--- src/rtl/refcounted_inode_cache_table_macros.svh ---
// Assertion macros shared by the inode cache RTL.
// Each use expects clk and rst_n in the enclosing module scope.
`ifndef REFCOUNTED_INODE_CACHE_TABLE_MACROS_SVH
`define REFCOUNTED_INODE_CACHE_TABLE_MACROS_SVH

// Same-cycle implication, checked outside reset
`define RICT_ASSERT_NOW(label, ante, cons, msg) \
    label: assert property (@(posedge clk) disable iff (!rst_n) (ante) |-> (cons)) \
        else $error(msg);

// Next-cycle implication, checked outside reset
`define RICT_ASSERT_NEXT(label, ante, cons, msg) \
    label: assert property (@(posedge clk) disable iff (!rst_n) (ante) |=> (cons)) \
        else $error(msg);

`endif

--- src/rtl/rict_pkg.sv ---
package rict_pkg;

    localparam int SLOT_W = 6;
    localparam int NUM_W  = 16;
    localparam int CNT_W  = 16;

    localparam logic [CNT_W-1:0] COUNT_MAX = 16'hFFFF;
    localparam logic [CNT_W-1:0] COUNT_ONE = 16'h0001;

    // Request command codes; code 3 is unused
    typedef enum logic [1:0] {
        CMD_GET  = 2'd0,
        CMD_PUT  = 2'd1,
        CMD_SYNC = 2'd2
    } command_t;

    // Result status codes
    typedef enum logic [2:0] {
        ST_HIT      = 3'd0,
        ST_ALLOC    = 3'd1,
        ST_FULL     = 3'd2,
        ST_OVERFLOW = 3'd3,
        ST_RELEASED = 3'd4,
        ST_DECR     = 3'd5,
        ST_IDLE_ERR = 3'd6,
        ST_SYNC     = 3'd7
    } status_t;

    // Slot address source for table reads and writes
    typedef enum logic [1:0] {
        SEL_SCAN = 2'd0,
        SEL_IDX  = 2'd1,
        SEL_FREE = 2'd2
    } sel_t;

    // Reference count update
    typedef enum logic [1:0] {
        CNT_INC = 2'd0,
        CNT_DEC = 2'd1,
        CNT_ONE = 2'd2
    } cnt_op_t;

    // Controller to datapath
    typedef struct packed {
        logic    load_in;
        logic    addr_inc;
        logic    free_rec;
        logic    rd_en;
        logic    wr_num;
        logic    wr_cnt;
        logic    live_set;
        logic    live_clr;
        logic    out_load;
        sel_t    sel;
        cnt_op_t cnt_op;
        status_t status;
    } cmd_t;

    // Datapath to controller
    typedef struct packed {
        logic scan_done;
        logic cur_live;
        logic match;
        logic cnt_max;
        logic cnt_one;
        logic put_bad;
        logic free_found;
        logic out_free;
    } sts_t;

endpackage

--- src/rtl/rict_dpath.sv ---
`include "refcounted_inode_cache_table_macros.svh"

module rict_dpath #(
    parameter int SLOTS = 64
) (
    input  logic                          clk,
    input  logic                          rst_n,
    input  rict_pkg::cmd_t                cmd,
    output rict_pkg::sts_t                sts,
    input  logic [rict_pkg::NUM_W-1:0]    inode_number,
    input  logic [rict_pkg::SLOT_W-1:0]   slot_index,
    input  logic                          no_links,
    output logic                          rsp_valid,
    input  logic                          rsp_stall,
    output logic [2:0]                    status,
    output logic [rict_pkg::SLOT_W-1:0]   slot,
    output logic [rict_pkg::NUM_W-1:0]    slot_inode,
    output logic                          free_on_disk,
    output logic                          last
);

    localparam int AW = $clog2(SLOTS + 1);
    localparam int IW = (SLOTS > 1) ? $clog2(SLOTS) : 1;
    localparam int SW = rict_pkg::SLOT_W;
    localparam int NW = rict_pkg::NUM_W;
    localparam int CW = rict_pkg::CNT_W;

    // Table storage
    logic [NW-1:0] num_mem [SLOTS];
    logic [CW-1:0] cnt_mem [SLOTS];
    logic [SLOTS-1:0] live_reg;

    // Request and scan registers
    logic [NW-1:0] num_reg;
    logic [SW-1:0] idx_reg;
    logic          nolink_reg;
    logic [AW-1:0] addr_reg;
    logic [IW-1:0] free_reg;
    logic          free_found_reg;
    logic [NW-1:0] rd_num_reg;
    logic [CW-1:0] rd_cnt_reg;

    // Result register
    logic          out_valid_reg;
    logic [2:0]    out_status_reg;
    logic [SW-1:0] out_slot_reg;
    logic [NW-1:0] out_inode_reg;
    logic          out_free_reg;
    logic          out_last_reg;

    logic [IW-1:0] scan_ix;
    logic [IW-1:0] req_ix;
    logic [IW-1:0] tab_ix;
    logic [CW-1:0] cnt_wdata;
    logic          later_live;
    logic          out_free;
    logic [SW-1:0] res_slot;
    logic [NW-1:0] res_inode;
    logic          res_free;
    logic          res_last;

    assign scan_ix = addr_reg[IW-1:0];
    assign req_ix  = idx_reg[IW-1:0];

    // Table address select
    always_comb
    begin
        case (cmd.sel)
            rict_pkg::SEL_SCAN: tab_ix = scan_ix;
            rict_pkg::SEL_IDX:  tab_ix = req_ix;
            rict_pkg::SEL_FREE: tab_ix = free_reg;
            default:            tab_ix = scan_ix;
        endcase
    end

    // Count update value
    always_comb
    begin
        case (cmd.cnt_op)
            rict_pkg::CNT_INC: cnt_wdata = CW'(rd_cnt_reg + 1'b1);
            rict_pkg::CNT_DEC: cnt_wdata = CW'(rd_cnt_reg - 1'b1);
            rict_pkg::CNT_ONE: cnt_wdata = rict_pkg::COUNT_ONE;
            default:           cnt_wdata = rict_pkg::COUNT_ONE;
        endcase
    end

    // Table memories: one port, registered read
    always_ff @(posedge clk)
    begin
        if (cmd.wr_num)
        begin
            num_mem[tab_ix] <= num_reg;
        end
        if (cmd.wr_cnt)
        begin
            cnt_mem[tab_ix] <= cnt_wdata;
        end
        if (cmd.rd_en)
        begin
            rd_num_reg <= num_mem[tab_ix];
            rd_cnt_reg <= cnt_mem[tab_ix];
        end
    end

    // Live bits: set when a slot is claimed, cleared when its last reference is put
    always_ff @(posedge clk or negedge rst_n)
    begin
        if (!rst_n)
        begin
            live_reg <= '0;
        end
        else if (cmd.live_set)
        begin
            live_reg[tab_ix] <= 1'b1;
        end
        else if (cmd.live_clr)
        begin
            live_reg[tab_ix] <= 1'b0;
        end
    end

    // Scan pointer and first free slot
    always_ff @(posedge clk or negedge rst_n)
    begin
        if (!rst_n)
        begin
            addr_reg       <= '0;
            free_found_reg <= 1'b0;
        end
        else if (cmd.load_in)
        begin
            addr_reg       <= '0;
            free_found_reg <= 1'b0;
        end
        else
        begin
            if (cmd.addr_inc)
            begin
                addr_reg <= AW'(addr_reg + 1'b1);
            end
            if (cmd.free_rec && !free_found_reg)
            begin
                free_found_reg <= 1'b1;
            end
        end
    end

    // Request capture and free slot number
    always_ff @(posedge clk)
    begin
        if (cmd.load_in)
        begin
            num_reg    <= inode_number;
            idx_reg    <= slot_index;
            nolink_reg <= no_links;
        end
        if (cmd.free_rec && !free_found_reg)
        begin
            free_reg <= scan_ix;
        end
    end

    // Any live slot above the scan point
    always_comb
    begin
        later_live = 1'b0;
        for (int j = 0; j < SLOTS; j++)
        begin
            if (AW'(j) > addr_reg)
            begin
                later_live = later_live | live_reg[j];
            end
        end
    end

    // Result fields by status
    always_comb
    begin
        res_slot  = SW'(scan_ix);
        res_inode = num_reg;
        res_free  = 1'b0;
        res_last  = 1'b1;
        case (cmd.status)
            rict_pkg::ST_HIT, rict_pkg::ST_OVERFLOW:
            begin
                res_slot = SW'(scan_ix);
            end
            rict_pkg::ST_ALLOC:
            begin
                res_slot = SW'(free_reg);
            end
            rict_pkg::ST_FULL:
            begin
                res_slot = '0;
            end
            rict_pkg::ST_RELEASED:
            begin
                res_slot  = idx_reg;
                res_inode = rd_num_reg;
                res_free  = nolink_reg;
            end
            rict_pkg::ST_DECR:
            begin
                res_slot  = idx_reg;
                res_inode = rd_num_reg;
            end
            rict_pkg::ST_IDLE_ERR:
            begin
                res_slot  = idx_reg;
                res_inode = '0;
            end
            rict_pkg::ST_SYNC:
            begin
                res_slot  = SW'(scan_ix);
                res_inode = rd_num_reg;
                res_last  = !later_live;
            end
            default:
            begin
                res_slot = SW'(scan_ix);
            end
        endcase
    end

    // Output register
    assign out_free = !out_valid_reg || !rsp_stall;

    always_ff @(posedge clk or negedge rst_n)
    begin
        if (!rst_n)
        begin
            out_valid_reg <= 1'b0;
        end
        else if (cmd.out_load)
        begin
            out_valid_reg <= 1'b1;
        end
        else if (!rsp_stall)
        begin
            out_valid_reg <= 1'b0;
        end
    end

    always_ff @(posedge clk)
    begin
        if (cmd.out_load)
        begin
            out_status_reg <= cmd.status;
            out_slot_reg   <= res_slot;
            out_inode_reg  <= res_inode;
            out_free_reg   <= res_free;
            out_last_reg   <= res_last;
        end
    end

    assign rsp_valid    = out_valid_reg;
    assign status       = out_status_reg;
    assign slot         = out_slot_reg;
    assign slot_inode   = out_inode_reg;
    assign free_on_disk = out_free_reg;
    assign last         = out_last_reg;

    // Status back to the controller
    assign sts.scan_done  = (addr_reg == AW'(SLOTS));
    assign sts.cur_live   = live_reg[scan_ix];
    assign sts.match      = (rd_num_reg == num_reg);
    assign sts.cnt_max    = (rd_cnt_reg == rict_pkg::COUNT_MAX);
    assign sts.cnt_one    = (rd_cnt_reg == rict_pkg::COUNT_ONE);
    assign sts.put_bad    = ({1'b0, idx_reg} >= 7'(SLOTS)) || !live_reg[req_ix];
    assign sts.free_found = free_found_reg;
    assign sts.out_free   = out_free;

    `RICT_ASSERT_NOW(a_addr_bound, 1'b1, addr_reg <= AW'(SLOTS), "scan pointer past table end")
    `RICT_ASSERT_NEXT(a_alloc_live, cmd.live_set, live_reg[$past(tab_ix)], "allocated slot not live")
    `RICT_ASSERT_NEXT(a_release_idle, cmd.live_clr, !live_reg[$past(tab_ix)], "released slot still live")

endmodule

--- src/rtl/rict_ctrl.sv ---
`include "refcounted_inode_cache_table_macros.svh"

module rict_ctrl (
    input  logic           clk,
    input  logic           rst_n,
    input  logic           req_valid,
    output logic           req_stall,
    input  logic [1:0]     command,
    output rict_pkg::cmd_t cmd,
    input  rict_pkg::sts_t sts
);

    typedef enum logic [7:0] {
        S_IDLE  = 8'b0000_0001,
        S_GSCAN = 8'b0000_0010,
        S_GCHK  = 8'b0000_0100,
        S_GEND  = 8'b0000_1000,
        S_PRD   = 8'b0001_0000,
        S_PCHK  = 8'b0010_0000,
        S_SSCAN = 8'b0100_0000,
        S_SEMIT = 8'b1000_0000
    } state_t;

    state_t state_reg;
    state_t state_next;

    always_ff @(posedge clk or negedge rst_n)
    begin
        if (!rst_n)
        begin
            state_reg <= S_IDLE;
        end
        else
        begin
            state_reg <= state_next;
        end
    end

    assign req_stall = (state_reg != S_IDLE);

    // Sequencer
    always_comb
    begin
        cmd        = '0;
        state_next = state_reg;
        case (state_reg)
            S_IDLE:
            begin
                if (req_valid)
                begin
                    cmd.load_in = 1'b1;
                    case (command)
                        rict_pkg::CMD_GET:  state_next = S_GSCAN;
                        rict_pkg::CMD_PUT:  state_next = S_PRD;
                        rict_pkg::CMD_SYNC: state_next = S_SSCAN;
                        default:            state_next = S_IDLE;
                    endcase
                end
            end
            // get: walk slots, read only live ones
            S_GSCAN:
            begin
                if (sts.scan_done)
                begin
                    state_next = S_GEND;
                end
                else if (sts.cur_live)
                begin
                    cmd.rd_en  = 1'b1;
                    cmd.sel    = rict_pkg::SEL_SCAN;
                    state_next = S_GCHK;
                end
                else
                begin
                    cmd.free_rec = 1'b1;
                    cmd.addr_inc = 1'b1;
                end
            end
            S_GCHK:
            begin
                if (sts.match)
                begin
                    if (sts.out_free)
                    begin
                        cmd.out_load = 1'b1;
                        cmd.sel      = rict_pkg::SEL_SCAN;
                        if (sts.cnt_max)
                        begin
                            cmd.status = rict_pkg::ST_OVERFLOW;
                        end
                        else
                        begin
                            cmd.status = rict_pkg::ST_HIT;
                            cmd.wr_cnt = 1'b1;
                            cmd.cnt_op = rict_pkg::CNT_INC;
                        end
                        state_next = S_IDLE;
                    end
                end
                else
                begin
                    cmd.addr_inc = 1'b1;
                    state_next   = S_GSCAN;
                end
            end
            // get miss: claim the first free slot or report full
            S_GEND:
            begin
                if (sts.out_free)
                begin
                    cmd.out_load = 1'b1;
                    if (sts.free_found)
                    begin
                        cmd.status   = rict_pkg::ST_ALLOC;
                        cmd.sel      = rict_pkg::SEL_FREE;
                        cmd.wr_num   = 1'b1;
                        cmd.wr_cnt   = 1'b1;
                        cmd.cnt_op   = rict_pkg::CNT_ONE;
                        cmd.live_set = 1'b1;
                    end
                    else
                    begin
                        cmd.status = rict_pkg::ST_FULL;
                    end
                    state_next = S_IDLE;
                end
            end
            // put: check slot, then read its entry
            S_PRD:
            begin
                if (sts.put_bad)
                begin
                    if (sts.out_free)
                    begin
                        cmd.out_load = 1'b1;
                        cmd.status   = rict_pkg::ST_IDLE_ERR;
                        state_next   = S_IDLE;
                    end
                end
                else
                begin
                    cmd.rd_en  = 1'b1;
                    cmd.sel    = rict_pkg::SEL_IDX;
                    state_next = S_PCHK;
                end
            end
            S_PCHK:
            begin
                if (sts.out_free)
                begin
                    cmd.out_load = 1'b1;
                    cmd.sel      = rict_pkg::SEL_IDX;
                    if (sts.cnt_one)
                    begin
                        cmd.status   = rict_pkg::ST_RELEASED;
                        cmd.live_clr = 1'b1;
                    end
                    else
                    begin
                        cmd.status = rict_pkg::ST_DECR;
                        cmd.wr_cnt = 1'b1;
                        cmd.cnt_op = rict_pkg::CNT_DEC;
                    end
                    state_next = S_IDLE;
                end
            end
            // sync: one result per live slot
            S_SSCAN:
            begin
                if (sts.scan_done)
                begin
                    state_next = S_IDLE;
                end
                else if (sts.cur_live)
                begin
                    cmd.rd_en  = 1'b1;
                    cmd.sel    = rict_pkg::SEL_SCAN;
                    state_next = S_SEMIT;
                end
                else
                begin
                    cmd.addr_inc = 1'b1;
                end
            end
            S_SEMIT:
            begin
                if (sts.out_free)
                begin
                    cmd.out_load = 1'b1;
                    cmd.status   = rict_pkg::ST_SYNC;
                    cmd.addr_inc = 1'b1;
                    state_next   = S_SSCAN;
                end
            end
            default:
            begin
                state_next = S_IDLE;
            end
        endcase
    end

    `RICT_ASSERT_NOW(a_load_when_free, cmd.out_load, sts.out_free, "result loaded over a held result")
    `RICT_ASSERT_NOW(a_no_rd_wr_clash, cmd.rd_en, !cmd.wr_cnt && !cmd.wr_num, "table read and write together")

endmodule

--- src/rtl/refcounted_inode_cache_table.sv ---
// Sequencing: get scans the slots, reading each live one, and claims the first free slot on
//   a miss; put checks the slot, then reads its entry; sync emits one result per live slot.
// One item at a time: a new request is taken only while the controller is idle, and a
//   stalled output register holds the controller until it drains.
// Reset clears all live bits and the control state; held inode numbers and counts are
//   unknown until a slot is claimed.
module refcounted_inode_cache_table #(
    parameter int SLOTS = 64
) (
    input  logic                        clk,
    input  logic                        rst_n,
    input  logic                        req_valid,
    output logic                        req_stall,
    input  logic [1:0]                  command,
    input  logic [rict_pkg::NUM_W-1:0]  inode_number,
    input  logic [rict_pkg::SLOT_W-1:0] slot_index,
    input  logic                        no_links,
    output logic                        rsp_valid,
    input  logic                        rsp_stall,
    output logic [2:0]                  status,
    output logic [rict_pkg::SLOT_W-1:0] slot,
    output logic [rict_pkg::NUM_W-1:0]  slot_inode,
    output logic                        free_on_disk,
    output logic                        last
);

    rict_pkg::cmd_t cmd;
    rict_pkg::sts_t sts;

    rict_ctrl u_ctrl (
        .clk       (clk),
        .rst_n     (rst_n),
        .req_valid (req_valid),
        .req_stall (req_stall),
        .command   (command),
        .cmd       (cmd),
        .sts       (sts)
    );

    rict_dpath #(
        .SLOTS (SLOTS)
    ) u_dpath (
        .clk          (clk),
        .rst_n        (rst_n),
        .cmd          (cmd),
        .sts          (sts),
        .inode_number (inode_number),
        .slot_index   (slot_index),
        .no_links     (no_links),
        .rsp_valid    (rsp_valid),
        .rsp_stall    (rsp_stall),
        .status       (status),
        .slot         (slot),
        .slot_inode   (slot_inode),
        .free_on_disk (free_on_disk),
        .last         (last)
    );

endmodule

--- config.mk ---
export PLATFORM = sky130hd
export DESIGN_NAME = refcounted_inode_cache_table
export DESIGN_NICKNAME = d
export VERILOG_FILES = /design/src/rtl/rict_pkg.sv /design/src/rtl/rict_dpath.sv /design/src/rtl/rict_ctrl.sv /design/src/rtl/refcounted_inode_cache_table.sv
export VERILOG_INCLUDE_DIRS = /design/src /design/src/rtl
export SDC_FILE = /design/constraint.sdc
export NUM_CORES = 2
export LEC_CHECK = 0
export ABC_AREA = 1
export BUFFER_PORTS_ARGS = -buffer_cell sky130_fd_sc_hd__buf_2
export CORE_MARGIN = 1
export CORE_UTILIZATION = 57
export CTS_CLUSTER_SIZE = 28
export DETAILED_ROUTE_END_ITERATION = 10
export PLACE_DENSITY_LB_ADDON = 0.1
export SYNTH_ARGS = -nofsm -noshare
export SYNTH_HDL_FRONTEND = slang
export SYNTH_SLANG_ARGS = --single-unit
--- constraint.sdc ---
create_clock -name clk -period 5 [get_ports clk]
set_clock_uncertainty 0.05 [all_clocks]
set_input_delay 1.5 -clock clk [delete_from_list [all_inputs] [get_ports clk]]
set_output_delay 1.5 -clock clk [all_outputs]
set_load 0.01 [all_outputs]
==> flow_summary.ini <==
[floorplan]
die_w_um = 393
die_h_um = 393
coreArea_um2 = 152000
die_area_um2 = 155000
ioPinCount = 58
core.rowCount = 143
start_util_pct = 57.4

[route]
wirelength_um = 274000
dr.pass1.iters = 6
drc = 0
routed_via_density = 6.15
drt_iter0_markers = 8266
ant_nets = 0
routedWlPerCell_um = 28.3
vias = 59500

[outcome]
outcome = finished clean

[timing]
relSlewSlack_pct = 16.1
fin_ws_ps = 166
fin_crit_ps = 4830
fmax_ghz = 0.207
hold_ws_ps = 482
final.period_utilization_pct = 96.7
slew_viol_final = 0
fin_setup_tns_ps = 0
final_hold_viol_count = 0
tightest_slew_ps = 1250
setup-violations-final = 0

[place]
gp_congestion = 0.951
hpwl_um = 175000
portBuffers = 57
place_inst = 9289
pre_cts_slack_ps = -495

[critical_path]
critPathMostFrequentCell = nand2_1
cp-start-kind = register
crit_path_max_incr_delay_ps = 500
crit_type = register to register
worstPathRequired_ps = 5530
crit_fanout = 32
critPathArrivalTime_ps = 5370
slowest_stage = edfxtp_1
endpoint_kind = register
startpoint = u_dpath.idx_reg[0]
reg2reg_from = u_dpath.idx_reg[0]

[logic_synthesis]
synthArstFlopShare_pct = 3.65
synth_top_family_by_area = simple AND/OR/NAND/NOR gates
synth-seq-cells = 2217
synth-xor-area-share_pct = 0.301
muxShareOfSynthArea_pct = 0
syn_avg_cell_area_um2 = 12.6
synth_edf_count = 2136
synth-simple-area-share_pct = 15.4
synth_compound_area_share_pct = 5.58
netlist_instances = 6917
synth_area_leaders = edfxtp_1 73%, nand2_1 9.9%, dfrtp_1 2.3%
synth_area_um2 = 87400
synthAdderAreaFrac_pct = 0.129
synth_nets = 6955
synthDistinctLibCells = 48
synth_warnings = 0
synth.largest_area_cell = edfxtp_1
synth.yosys.seq_area_share_pct = 75.7
yosys_most_used_dff = edfxtp_1
yosys.area.top_type_share_pct = 73.4

[min_path]
min-delay-start = u_ctrl.state_reg[0]
hold_class = register to register

[clock_tree]
cts-root-buf = clkbuf_16
clk_latency_ps = 870
cts-buffers-inserted = 213
postCtsSetupBuffers = 0
htree_num_levels = 4
clkTransAtPathRegs_ps = 60
cts.sinks = 2217
cts_buffer_depth = 3
cts_tree = built

[grt]
grt_pass1_wl_um = 395000
grt_max_degree = 116
grt.overflow.total = 0
grt_util_all_layers_pct = 35.4
grt_pass1_vias = 56100
antenna_found_initial = 11

[power_and_ir_drop]
leakage_nw = 36.1
powerDensity_nw_per_um2 = 451
p_total_w = 0.0471
ir_drop_mv = 0.401

[final_layout]
drive_above_1_share_pct = 15.3
final_cells = 9677
multi_input_area_um2 = 20300
regArea_um2 = 66200
reg.largest.list = u_dpath.cnt_mem: 1024 flops, u_dpath.num_mem: 1024 flops
layout_commonest_cell = nand2_1
nets = 7512
syn2layout_area_growth_pct = 19.5
mostFrequentLayoutCells = 2310 x nand2_1, 2136 x edfxtp_1, 397 x buf_4
nFillCells = 10600

[job]
drv_cap = 0
==> layer usage <==
layer	track usage (%)	part of all wire (%)	wire length, µm	up-vias
li1	-	-	-	25900
met1	53.4	40	110000	29400
met2	52.1	44	121000	3756
met3	7.76	13	34800	475
met4	10.1	2.8	7650	12
met5	0	0.030	83	-
==> report_power, final <==
| part | switching (W) | total, W | internal (W) |
|---|---|---|---|
| Clock | 0.00692 | 0.0156 | 0.00863 |
| Sequential | 0.000174 | 0.0217 | 0.0215 |
| Combinational | 0.00690 | 0.00990 | 0.00300 |
==> layout make-up <==
class / instances / area share (%)
Clock buffer: 273 / 5.43
Multi-Input combinational cell: 4096 / 19.5
Timing Repair Buffer: 671 / 7.27
Tap cell: 2030 / 2.43
Inverter: 275 / 1.04
Antenna cell: 3 / 0.00719
Sequential cell: 2217 / 63.4
Clock inverter: 112 / 0.997
==> metrics by stage <==
stage	utilization (%)	area, µm²
final	68.7	104000
after global placement	64.1	97600
after floorplan	-	88600
after CTS	68.6	104000
after global routing	68.7	104000
after detailed placement	64.1	97600
==> timing repair <==
action / in CTS / in global routing
pin swaps: 0 / 2
hold buffers: 0 / 0
setup endpoints to repair: 11 / 140
resized for setup: 17 / 35
cloned: 0 / 0
==> cells in the mapped netlist (all sizes together) (16+ instances only) <==
library cell and number:
a21oi 132, a22oi 145, o211ai 17, o2111ai 68, dfrtp 80, nor2 299, inv 273, nor3 24
edfxtp 2136, nand2 2317, clkbuf 144, o21ai 410, o2bb2ai 16, nand4 296, buf 185, xor2 19
nand3 293
==> logic make-up after synthesis <==
kind of cell | Yosys count
compound gates | 814
xor+xnor | 30
fa+ha+maj | 9
buf+inv | 604
flops | 2217
simple gates | 3243
==> path summary, 6_finish.rpt <==
check | endpoint | slack (ps) | depth (start not counted)
worst max register to register | u_dpath.rd_cnt_reg[6] | 170 | 31
min in group asynchronous | u_dpath.rsp_valid | 690 | 1
worst max-delay path | u_dpath.rd_cnt_reg[6] | 170 | 31
worst min register to register | u_ctrl.state_reg[0] | 480 | 2
worst min-delay path | u_ctrl.state_reg[0] | 480 | 2
max in group asynchronous | async pin | 3240 | 2
==> worst max-delay path, delay by kind of cell (launching register included) <==
kind | cells | cell delay, ps
fa+ha+maj | 1 | 240
buf+inv | 9 | 1330
flops | 1 | 500
simple gates | 21 | 2420
No activity file was read; power rests on OpenSTA's default activity.
